**src/rtl/core/base32_lenient_decoder_macros.svh**
```systemverilog
// ----------------------------------------------------------------------------
// Base32 lenient decoder assertion macros
// Shared assertion forms for the decoder; the enclosing module provides clk
// and rst.
// ----------------------------------------------------------------------------
`ifndef BASE32_LENIENT_DECODER_MACROS_SVH
`define BASE32_LENIENT_DECODER_MACROS_SVH

// Same-cycle implication, quiet while reset is held.
`define B32LD_ASSERT_IMPL(label, ante, cons, msg) \
  label: assert property (@(posedge clk) disable iff (rst) (ante) |-> (cons)) \
    else $error(msg);

// Next-cycle implication, quiet while reset is held.
`define B32LD_ASSERT_NEXT(label, ante, cons, msg) \
  label: assert property (@(posedge clk) disable iff (rst) (ante) |=> (cons)) \
    else $error(msg);

`endif

```
**src/rtl/core/b32ld_pkg.sv**
```systemverilog
// ----------------------------------------------------------------------------
// Base32 lenient decoder package
// Types and constants shared by the decoder modules.
// ----------------------------------------------------------------------------
package b32ld_pkg;

  // Message status codes, as carried in the status item.
  typedef enum logic [1:0] {
    ST_OK       = 2'd0,
    ST_BAD_CHAR = 2'd1,
    ST_NO_ROOM  = 2'd2
  } status_t;

  // Hard upper bound on decoded bytes per message.
  localparam logic [23:0] MAX_BYTES = 24'd65535;

  // Depth of the result queue; it must hold at least two entries.
  localparam int unsigned QDEPTH = 4;
  localparam int unsigned QAW    = $clog2(QDEPTH);

  // Character codes with a special meaning.
  localparam logic [7:0] CH_PAD   = 8'h3D; // '='
  localparam logic [7:0] CH_SPACE = 8'h20;
  localparam logic [7:0] CH_LF    = 8'h0A;
  localparam logic [7:0] CH_CR    = 8'h0D;
  localparam logic [7:0] CH_UPPER = 8'h41; // 'A'
  localparam logic [7:0] CH_LOWER = 8'h61; // 'a'
  localparam logic [7:0] CH_TWO   = 8'h32; // '2'
  localparam logic [7:0] DIGIT_BIAS = 8'd26;

  typedef struct packed {
    logic [7:0] char_in;
    logic       end_of_message;
  } in_item_t;

  typedef struct packed {
    logic       valid;
    logic       skip;
    logic [4:0] value;
  } sym_t;

  typedef struct packed {
    logic       is_final;
    logic [7:0] data_byte;
    status_t    status;
    logic [15:0] byte_count;
  } result_t;

  // Results produced by one character: count (0..2), then the items in order.
  typedef struct packed {
    logic [1:0] count;
    result_t    first;
    result_t    second;
  } push_t;

  typedef struct packed {
    logic           room;
    logic [QAW:0]   fill;
  } qstat_t;

endpackage

```
**src/rtl/core/b32ld_sym.sv**
```systemverilog
// ----------------------------------------------------------------------------
// Base32 symbol decode
// Maps one ASCII character to its 5-bit value, or marks it skipped or invalid.
// ----------------------------------------------------------------------------
module b32ld_sym
  import b32ld_pkg::*;
(
  input  logic [7:0] char_in,
  output sym_t       sym
);

  always_comb begin
    sym = '0;
    case (char_in) inside
      [8'h41:8'h5A]: begin
        sym.valid = 1'b1;
        sym.value = 5'(char_in - CH_UPPER);
      end
      [8'h61:8'h7A]: begin
        sym.valid = 1'b1;
        sym.value = 5'(char_in - CH_LOWER);
      end
      [8'h32:8'h37]: begin
        sym.valid = 1'b1;
        sym.value = 5'(char_in - CH_TWO + DIGIT_BIAS);
      end
      CH_PAD, CH_SPACE, CH_LF, CH_CR: begin
        sym.skip = 1'b1;
      end
      default: begin
        sym = '0;
      end
    endcase
  end

endmodule

```
**src/rtl/core/b32ld_core.sv**
```systemverilog
// ----------------------------------------------------------------------------
// Base32 decode core
// Holds the message state and turns one character into up to two results.
// ----------------------------------------------------------------------------
module b32ld_core
  import b32ld_pkg::*;
(
  input  logic        clk,
  input  logic        rst,
  input  logic        cfg_we,
  input  logic [15:0] cfg_wdata,
  input  logic        step,
  input  in_item_t    item,
  output push_t       push
);

  logic [15:0] out_capacity;
  logic [11:0] acc, acc_next;
  logic [3:0]  held, held_next;
  logic [15:0] count, count_next;
  status_t     err, err_next;

  sym_t        sym;
  logic [23:0] cap_ext, limit;
  logic [11:0] acc_shift;
  logic [3:0]  held_add;
  logic [2:0]  sh;
  logic        emit;
  logic [7:0]  byte_val;
  result_t     data_res, final_res;

  b32ld_sym u_sym (
    .char_in (item.char_in),
    .sym     (sym)
  );

  assign cap_ext   = {8'd0, out_capacity};
  assign limit     = (cap_ext < MAX_BYTES) ? cap_ext : MAX_BYTES;
  assign acc_shift = {acc[6:0], sym.value};
  assign held_add  = held + 4'd5;
  assign sh        = 3'(held_add - 4'd8);
  assign byte_val  = 8'(acc_shift >> sh);

  always_comb begin
    acc_next   = acc;
    held_next  = held;
    count_next = count;
    err_next   = err;
    emit       = 1'b0;
    if (err == ST_OK && !sym.skip) begin
      if (!sym.valid) begin
        err_next = ST_BAD_CHAR;
      end else begin
        acc_next  = acc_shift;
        held_next = held_add;
        if (held_add >= 4'd8) begin
          if ({8'd0, count} >= limit) begin
            err_next = ST_NO_ROOM;
          end else begin
            emit       = 1'b1;
            held_next  = held_add - 4'd8;
            count_next = count + 16'd1;
          end
        end
      end
    end
  end

  always_comb begin
    data_res            = '0;
    data_res.data_byte  = byte_val;
    data_res.status     = ST_OK;
    data_res.byte_count = count_next;
    final_res            = '0;
    final_res.is_final   = 1'b1;
    final_res.status     = err_next;
    final_res.byte_count = count_next;

    push        = '0;
    push.second = final_res;
    if (step) begin
      push.count = 2'(emit) + 2'(item.end_of_message);
      push.first = emit ? data_res : final_res;
    end
  end

  always_ff @(posedge clk) begin
    if (rst) begin
      out_capacity <= 16'hFFFF;
      acc          <= '0;
      held         <= '0;
      count        <= '0;
      err          <= ST_OK;
    end else begin
      if (cfg_we) begin
        out_capacity <= cfg_wdata;
      end
      if (step) begin
        if (item.end_of_message) begin
          acc   <= '0;
          held  <= '0;
          count <= '0;
          err   <= ST_OK;
        end else begin
          acc   <= acc_next;
          held  <= held_next;
          count <= count_next;
          err   <= err_next;
        end
      end
    end
  end

endmodule

```
**src/rtl/core/b32ld_fifo.sv**
```systemverilog
// ----------------------------------------------------------------------------
// Base32 result queue
// Small register queue taking up to two results a cycle, giving one a cycle while out_ready is high.
// ----------------------------------------------------------------------------
module b32ld_fifo
  import b32ld_pkg::*;
(
  input  logic    clk,
  input  logic    rst,
  input  push_t   push,
  output qstat_t  qstat,
  output logic    out_valid,
  input  logic    out_ready,
  output result_t head
);

  result_t        mem [QDEPTH];
  logic [QAW-1:0] wp, rp;
  logic [QAW:0]   fill, fill_next;
  logic [QAW-1:0] wp_inc;
  logic           pop;

  assign wp_inc    = wp + QAW'(1);
  assign out_valid = (fill != '0);
  assign pop       = out_valid && out_ready;
  assign head      = mem[rp];
  assign fill_next = fill + (QAW+1)'(push.count) - (QAW+1)'(pop);

  assign qstat.fill = fill;
  assign qstat.room = (fill <= (QAW+1)'(QDEPTH - 2));

  always_ff @(posedge clk) begin
    if (push.count != 2'd0) begin
      mem[wp] <= push.first;
    end
    if (push.count == 2'd2) begin
      mem[wp_inc] <= push.second;
    end
  end

  always_ff @(posedge clk) begin
    if (rst) begin
      wp   <= '0;
      rp   <= '0;
      fill <= '0;
    end else begin
      wp   <= wp + QAW'(push.count);
      fill <= fill_next;
      if (pop) begin
        rp <= rp + QAW'(1);
      end
    end
  end

endmodule

```
**src/rtl/core/base32_lenient_decoder.sv**
```systemverilog
// ----------------------------------------------------------------------------
// Base32 lenient decoder
// Streaming base32 decoder, one character per beat, bytes and status out.
// ----------------------------------------------------------------------------
// Input channel: one ASCII character per beat on char_in, with end_of_message
// set on the last character of a message. Output channel: one result per
// beat; is_final low carries a decoded byte and its running count, is_final
// high carries the message status (ok, invalid character, capacity exceeded)
// and the total byte count. A character yields no, one or two results.
// cfg_we writes the per-message byte capacity from cfg_wdata; it is meant to
// be written only while the decoder is idle.
// The first result of a character passes the input register and then the
// result queue before it is offered; the input register waits while the queue lacks room.
// The decoder takes one character per cycle for as long as the four-entry
// result queue keeps room for two results; a character that yields two
// results writes both into the queue at once, which then hands them out.
// When the receiver stalls the queue fills and in_ready drops, with nothing
// lost. Synchronous reset empties the pipeline and the queue, clears the
// message state and sets the capacity to 65535.
// ----------------------------------------------------------------------------
module base32_lenient_decoder
  import b32ld_pkg::*;
(
  input  logic        clk,
  input  logic        rst,
  input  logic        cfg_we,
  input  logic [15:0] cfg_wdata,
  input  logic        in_valid,
  output logic        in_ready,
  input  logic [7:0]  char_in,
  input  logic        end_of_message,
  output logic        out_valid,
  input  logic        out_ready,
  output logic        is_final,
  output logic [7:0]  data_byte,
  output logic [1:0]  status,
  output logic [15:0] byte_count
);

`include "base32_lenient_decoder_macros.svh"

  // Input register: the character waits here until the queue has room for
  // both results it might produce.
  in_item_t item;
  logic     item_valid;
  logic     step;
  push_t    push;
  qstat_t   qstat;
  result_t  head;

  assign step     = item_valid && qstat.room;
  assign in_ready = !item_valid || qstat.room;

  always_ff @(posedge clk) begin
    if (rst) begin
      item_valid <= 1'b0;
    end else if (in_ready) begin
      item_valid <= in_valid;
    end
  end

  always_ff @(posedge clk) begin
    if (in_valid && in_ready) begin
      item.char_in        <= char_in;
      item.end_of_message <= end_of_message;
    end
  end

  // Symbol decode, accumulator and byte count; results go straight into the
  // queue in the same cycle.
  b32ld_core u_core (
    .clk       (clk),
    .rst       (rst),
    .cfg_we    (cfg_we),
    .cfg_wdata (cfg_wdata),
    .step      (step),
    .item      (item),
    .push      (push)
  );

  b32ld_fifo u_fifo (
    .clk       (clk),
    .rst       (rst),
    .push      (push),
    .qstat     (qstat),
    .out_valid (out_valid),
    .out_ready (out_ready),
    .head      (head)
  );

  assign is_final   = head.is_final;
  assign data_byte  = head.data_byte;
  assign status     = head.status;
  assign byte_count = head.byte_count;

  // The queue never holds more than its depth.
  `B32LD_ASSERT_IMPL(a_fill_bound, 1'b1, qstat.fill <= (QAW+1)'(QDEPTH),
    "result queue overfilled")
  // Back-pressure only when a character is waiting and the queue is short of room.
  `B32LD_ASSERT_IMPL(a_stall_cause, !in_ready,
    item_valid && (qstat.fill > (QAW+1)'(QDEPTH - 2)), "input stalled without cause")
  // A data byte always reports ok and counts itself.
  `B32LD_ASSERT_IMPL(a_data_item, out_valid && !is_final,
    (status == ST_OK) && (byte_count != 16'd0), "malformed data result")

endmodule

```
**config.mk**
```make
export PLATFORM = sky130hd
export DESIGN_NAME = base32_lenient_decoder
export DESIGN_NICKNAME = d
export VERILOG_FILES = /design/src/rtl/core/b32ld_pkg.sv /design/src/rtl/core/b32ld_sym.sv /design/src/rtl/core/b32ld_core.sv /design/src/rtl/core/b32ld_fifo.sv /design/src/rtl/core/base32_lenient_decoder.sv
export VERILOG_INCLUDE_DIRS = /design/src /design/src/rtl/core
export SDC_FILE = /design/constraint.sdc
export NUM_CORES = 1
export LEC_CHECK = 0
export BUFFER_PORTS_ARGS = -buffer_cell sky130_fd_sc_hd__buf_2
export CORE_ASPECT_RATIO = 1.1
export CORE_UTILIZATION = 55
export CTS_CLUSTER_DIAMETER = 50
export CTS_CLUSTER_SIZE = 16
export DETAILED_ROUTE_END_ITERATION = 6
export PLACE_DENSITY = 0.77
export SLEW_MARGIN = 10
export SYNTH_ARGS = -nofsm -noshare
export SYNTH_HDL_FRONTEND = slang
export SYNTH_SLANG_ARGS = --single-unit
```
**constraint.sdc**
```tcl
create_clock -name clk -period 4 [get_ports clk]
set_input_delay 0.2 -clock clk [delete_from_list [all_inputs] [get_ports clk]]
set_output_delay 0.2 -clock clk [all_outputs]
set_load 0.03 [all_outputs]
```
==> impl_metrics.env, run 1 <==
export IMPL_final_period_minus_worst_setup_slack_ns=3.80
export IMPL_clk_path_buf_depth=2
export IMPL_grt_overflow=0
export IMPL_async_reset_ff_share_pct=0
export IMPL_clock_sink_count=172
export IMPL_finalWeightedCongestion=0.848
export IMPL_design_die_area_mm2=0.0160
export IMPL_place_detailed_hpwl_um=12200
export IMPL_final_period_utilization_pct=94.9
export IMPL_critical_path_max_fanout=18
export IMPL_ys_ff_latch=172
export IMPL_dieHeight_um=132
export IMPL_fillerInstances=1125
export IMPL_cts_made_buffers=17
export IMPL_drc=0
export IMPL_post_cts_setup_buffers=0
export IMPL_multi_input_area_mm2=0.00389
export IMPL_floorplan_die_width_um=121
export IMPL_avgViaCountPerCell=5.89
export IMPL_timing_critical_path_arrival_ns=3.92
export IMPL_worst_setup_hold_path_clk_slew_ns=0.07
export IMPL_timing_max_cap_violations=0
export IMPL_dr_pass1_iters=6
export IMPL_fin_util_pct=65.1
export IMPL_final_layout_size_suffix_gt1_share_pct=17.8
export IMPL_top_level_ports=59
export IMPL_cts_htree_levels=4
export IMPL_floorplan_rows=47
export IMPL_regArea_mm2=0.00426
export IMPL_ys_flop_type="dfxtp_1"
export IMPL_finalNetCount=933
export IMPL_detail_route_wl_per_cell_um=17.1
export IMPL_min_delay_path_class="in2reg"
export IMPL_summed_instance_area_of_the_synthesized_netlist_mm2=0.00851
export IMPL_placeableCoreArea_mm2=0.0151
export IMPL_synth_most_common_cell="nor2_1"
export IMPL_worst_slew_margin_rel_pct=33.4
export IMPL_tightestPinTransition_ns=1.00
export IMPL_ir_worst_vdd_v=0.000381
export IMPL_vias_in_the_first_global_route=6030
export IMPL_routed_wirelength_um=18500
export IMPL_criticalPathCategory="reg2reg"
export IMPL_maximum_clock_skew_at_final_layout_ns=0.0108
export IMPL_synthesis_area_per_instance_um2=10.6
export IMPL_critical_path_endpoint_type="flip-flop"
export IMPL_port_buffers=58
export IMPL_number_of_enable_type_register_cells_in_the_synthesized_netlist=81
export IMPL_synth_largest_type_area_fraction_pct=28.6
export IMPL_run_status="finished clean"
export IMPL_grt_start_max_net_pins=32
export IMPL_ant_nets=0
export IMPL_ys_warnings_count=0
export IMPL_clock_latency_ns=0.44
export IMPL_drv_slew=0
export IMPL_grt_use_total_pct=24.2
export IMPL_syn_inst=800
export IMPL_area_growth_synth_to_final_pct=15.5
export IMPL_grt_first_pass_wirelength_um=30100
export IMPL_synthTopCellsByArea="edfxtp_1, dfxtp_1, mux4_2"
export IMPL_synthTopCellsByCount="nor2_1, dfxtp_1, edfxtp_1"
export IMPL_timing_final_setup_violations=0
export IMPL_tns_ns=0
export IMPL_hold_worst_slack_ns=0.0126
export IMPL_violation_count_after_the_first_detailed_route_iteration=699
export IMPL_ys_seq_area_share_pct=50.0
export IMPL_synth_fp_nets=860
export IMPL_floorplan_initialDensity_pct=56.3
export IMPL_num_vias=6373
export IMPL_synthDominantAreaCellType="edfxtp_1"
export IMPL_n_antenna_cell=0
export IMPL_power_leakage_uw=0.00364
export IMPL_timing_critical_path_required_ns=4.12
export IMPL_synthDistinctLibCells=73
export IMPL_cellPowerDensity_mw_per_mm2=454
export IMPL_clock_tree_from_tritoncts="done"
export IMPL_hold_viol=0
export IMPL_worst_setup_path_start_kind="flip-flop"
export IMPL_worst_slack_ns=0.205
export IMPL_root_buffer_selected_by_cts="clkbuf_16"
export IMPL_antenna_found_initial=0
export IMPL_pre_cts_ws_ns=0.159
export IMPL_timing_fmax_mhz=263
## final cells by class
class / count / share of cell area [%]
sequential: 172 / 43.3
clock inverter: 15 / 1.70
tap: 196 / 2.49
multi-input combinational: 536 / 39.6
inverter: 44 / 1.70
timing repair buffer: 102 / 6.95
clock buffer: 17 / 4.33
## cell usage in the layout (no fill, tap or decap), types with 28 or more instances in the layout
cell / netlist / final
dfxtp_1: 91 / 90
inv_1: 41 / 41
edfxtp_1: 81 / 81
o21ai_0: 31 / 31
nor2_1: 112 / 112
mux4_2: 28 / 28
ha_1: 29 / 29
nand2_1: 61 / 61
buf_2: 8 / 58
## timing repair
action	in CTS	in global routing
endpoints found under the hold margin	25	0
setup endpoints to repair	0	22
hold buffers	25	0
gates resized for setup	0	1
## critical path, stage by stage, from the launching register on
cell and delay (ns):
edfxtp_1 0.46, clkinv_1 0.23, ha_1 0.27, nor4b_2 0.17
o221ai_2 0.25, a21boi_2 0.33, a21oi_4 0.10, nand2_4 0.16
inv_4 0.11, ha_1 0.35, nand2b_1 0.20, o22ai_1 0.17
nand2_1 0.25, inv_1 0.13, buf_4 0.28
## path summary, 6_finish.rpt
check | to | cells past startpoint | slack [ns] | from
min reg2reg | u_fifo.mem[1][25] | 2 | 0.46 | u_fifo.mem[1][25]
max reg2reg | u_fifo.mem[2][9] | 14 | 0.20 | item[4]
max | u_fifo.mem[2][9] | 14 | 0.20 | item[4]
min | item_valid | 3 | 0.01 | in_valid
## power by group
group / switching, uW / internal, uW / total [uW]
logic: 465 / 348 / 813
registers: 121 / 1910 / 2030
clock network: 783 / 839 / 1620
total: 1370 / 3100 / 4470
## layer usage
| layer | global-route usage (%) | up-vias | routed length (um) |
|---|---|---|---|
| li1 | - | 3084 | - |
| met1 | 32.3 | 3035 | 8230 |
| met2 | 39.8 | 233 | 8940 |
| met3 | 4.74 | 21 | 1060 |
| met4 | 7.27 | 0 | 231 |
| met5 | 0 | - | 0 |
## state kept, by name, summed over array words and instances (netlist names), named ones only
name                 cells
u_fifo.rp                2
u_fifo.mem             108
u_core.out_capacity     16
u_core.held              4
u_core.err               2
u_fifo.wp                2
u_core.count            16
item                     9
u_core.acc               7
u_fifo.fill              3
item_valid               1
## per-stage QoR
step	instance area (um^2)	total power (uW)	instances
after detailed placement	8990	2860	1025
after global routing	9830	4640	1082
final	9830	4470	1082
after global placement	8990	2850	1025
after floorplan	8510	2660	800
after CTS	9830	4500	1082
## logic make-up after synthesis
family / share of synthesized area [%]
AOI/OAI and AO/OA: 14.6
xor gates and xnor gates: 2.88
adders and majority gates: 4.50
buffers and inverters: 4.38
DFF: 50.0
muxes: 8.85
and+or+nand+nor: 14.8
(Power assumes the default switching activity.)
==> inputs of run 2 (changes only) <==
--- a/config.mk
+++ b/config.mk
@@ -12,6 +12,7 @@
 export CTS_CLUSTER_DIAMETER = 50
 export CTS_CLUSTER_SIZE = 16
 export DETAILED_ROUTE_END_ITERATION = 6
+export GPL_TIMING_DRIVEN = 0
 export PLACE_DENSITY = 0.77
 export SLEW_MARGIN = 10
 export SYNTH_ARGS = -nofsm -noshare
==> run 2 against run 1 <==
- global-route usage rose by 1.3 points
- register-to-register slack got worse by 0.03 ns
- count of clock-buffer cells in the layout did not move
- power barely moved
- sequential share of layout area fell by 0.93 points
- combinational power rose by 12%
- critical path type unchanged
- largest cell class unchanged
- largest power group unchanged
==> impl_metrics.env, run 2 (same netlist as run 1, synthesis figures left out) <==
export IMPL_final_period_utilization_pct=95.5
export IMPL_timing_max_cap_violations=0
export IMPL_n_antenna_cell=0
export IMPL_layout_commonest_cell="nor2_1"
export IMPL_flip_flop_count_of_the_largest_register_after_layout=108
export IMPL_maximum_clock_skew_at_final_layout_ns=0.0126
export IMPL_timing_critical_path_required_ns=4.14
export IMPL_place_detailed_hpwl_um=13400
export IMPL_timing_final_setup_violations=0
export IMPL_antenna_found_initial=0
export IMPL_worst_setup_hold_path_clk_slew_ns=0.07
export IMPL_drc=0
export IMPL_clock_latency_ns=0.44
export IMPL_timing_fmax_mhz=262
export IMPL_violation_count_after_the_first_detailed_route_iteration=605
export IMPL_worst_setup_path_start_kind="flip-flop"
export IMPL_final_layout_size_suffix_gt1_share_pct=19.0
export IMPL_floorplan_rows=47
export IMPL_ir_worst_vdd_v=0.000282
export IMPL_vias_in_the_first_global_route=6242
export IMPL_clock_tree_from_tritoncts="done"
export IMPL_grt_overflow=0
export IMPL_grt_use_total_pct=25.5
export IMPL_grt_first_pass_wirelength_um=31700
export IMPL_routed_wirelength_um=19300
export IMPL_layout_top_registers="u_fifo.mem (108), u_core.count (16), u_core.out_capacity (16)"
export IMPL_avgViaCountPerCell=5.83
export IMPL_cts_htree_levels=4
export IMPL_grt_start_max_net_pins=19
export IMPL_port_buffers=58
export IMPL_hold_viol=0
export IMPL_grt_setup_unrepaired="false"
export IMPL_drv_slew=0
export IMPL_timing_critical_path_arrival_ns=3.96
export IMPL_worst_slew_margin_rel_pct=41.1
export IMPL_critical_path_max_fanout=10
export IMPL_clk_path_buf_depth=2
export IMPL_final_period_minus_worst_setup_slack_ns=3.82
export IMPL_fin_util_pct=66.5
export IMPL_min_delay_path_class="in2reg"
export IMPL_max_flop_register="u_fifo.mem"
export IMPL_hp_start="in_valid"
export IMPL_ant_nets=0
export IMPL_cts_made_buffers=17
export IMPL_most_common_layout_cells="nor2_1, dfxtp_1, edfxtp_1, buf_2, nand2_1"
export IMPL_dieHeight_um=132
export IMPL_area_growth_synth_to_final_pct=18.0
export IMPL_design_die_area_mm2=0.0160
export IMPL_critical_path_endpoint_type="flip-flop"
export IMPL_floorplan_initialDensity_pct=56.3
export IMPL_detail_route_wl_per_cell_um=17.1
export IMPL_top_level_ports=59
export IMPL_run_status="finished clean"
export IMPL_finalWeightedCongestion=0.888
export IMPL_placeableCoreArea_mm2=0.0151
export IMPL_power_leakage_uw=0.00367
export IMPL_tns_ns=0
export IMPL_root_buffer_selected_by_cts="clkbuf_16"
export IMPL_tightestPinTransition_ns=0.884
export IMPL_floorplan_die_width_um=121
export IMPL_clock_sink_count=172
export IMPL_finalNetCount=974
export IMPL_worstReg2RegStart="u_core.count[13]"
export IMPL_criticalPathCategory="reg2reg"
export IMPL_startpoint="u_core.count[13]"
export IMPL_num_vias=6547
export IMPL_dr_pass1_iters=6
export IMPL_cellPowerDensity_mw_per_mm2=444
==> run 2: path summary, 6_finish.rpt <==
path | cells after the start | slack [ns] | end
max reg2reg | 15 | 0.18 | u_fifo.mem[1][1]
max | 15 | 0.18 | u_fifo.mem[1][1]
min reg2reg | 2 | 0.45 | u_fifo.mem[0][26]
min | 3 | 0.01 | item_valid
==> run 2: cell type report <==
cell class / instances / area [um^2]
inverters: 44 / 186
flip-flops and latches: 172 / 4250
well taps: 196 / 245
clock buffers: 17 / 425
plain buffers: 48 / 228
multi-input cells: 536 / 3920
clock inverters: 15 / 144
fillers: 1153 / 5060
repair buffers: 95 / 643
==> run 2: routing by layer <==
metal | up-vias | routed length [um] | share of wire [%] | GRT usage [%]
li1 | 3181 | - | - | -
met1 | 3097 | 8320 | 43 | 34.0
met2 | 241 | 9560 | 50 | 42.2
met3 | 28 | 1080 | 5.6 | 4.78
met4 | 0 | 297 | 1.5 | 7.89
met5 | - | 0 | 0 | 0
==> run 2: repair_timing <==
action,CTS,global route
endpoints found under the setup margin,152,96
endpoints found under the hold margin,25,0
buffers inserted,9,4
hold buffers,25,0
gates resized for setup,15,14
pin swaps,0,1
==> run 2: per-stage QoR <==
| step | total power (uW) | instance area, um^2 | hold WS [ns] | worst slack, ns | instances |
|---|---|---|---|---|---|
| 3_3_place_gp | 2860 | 9050 | 0.376 | -0.699 | 1054 |
| 2_1_floorplan | 2660 | 8510 | 0.299 | 0.215 | 800 |
| 3_5_place_dp | 2870 | 9050 | 0.378 | -0.730 | 1054 |
| 5_1_grt | 4640 | 10000 | 0.0375 | 0.0117 | 1123 |
| 6_report | 4470 | 10000 | 0.0134 | 0.178 | 1123 |
| 4_1_cts | 4470 | 9980 | 0.00116 | -0.00758 | 1119 |
==> run 2: power breakdown <==
part	total, uW	leakage, uW	internal [uW]	switching [uW]
registers	1950	0.00147	1910	42.6
clock network	1600	0.000274	828	771
logic	912	0.00193	363	549
==> run 2: critical path, cell delays in order (launching register included) <==
cell and delay, ns:
dfxtp_1 0.41, ha_1 0.27, a21o_1 0.20, a21bo_1 0.22, or4_4 0.50, a21oi_4 0.18, nand2_4 0.13, inv_6 0.13
buf_6 0.16, ha_1 0.29, nand2b_4 0.18, a21oi_2 0.23, nand2_4 0.13, buf_4 0.21, clkinvlp_4 0.08, buf_4 0.19
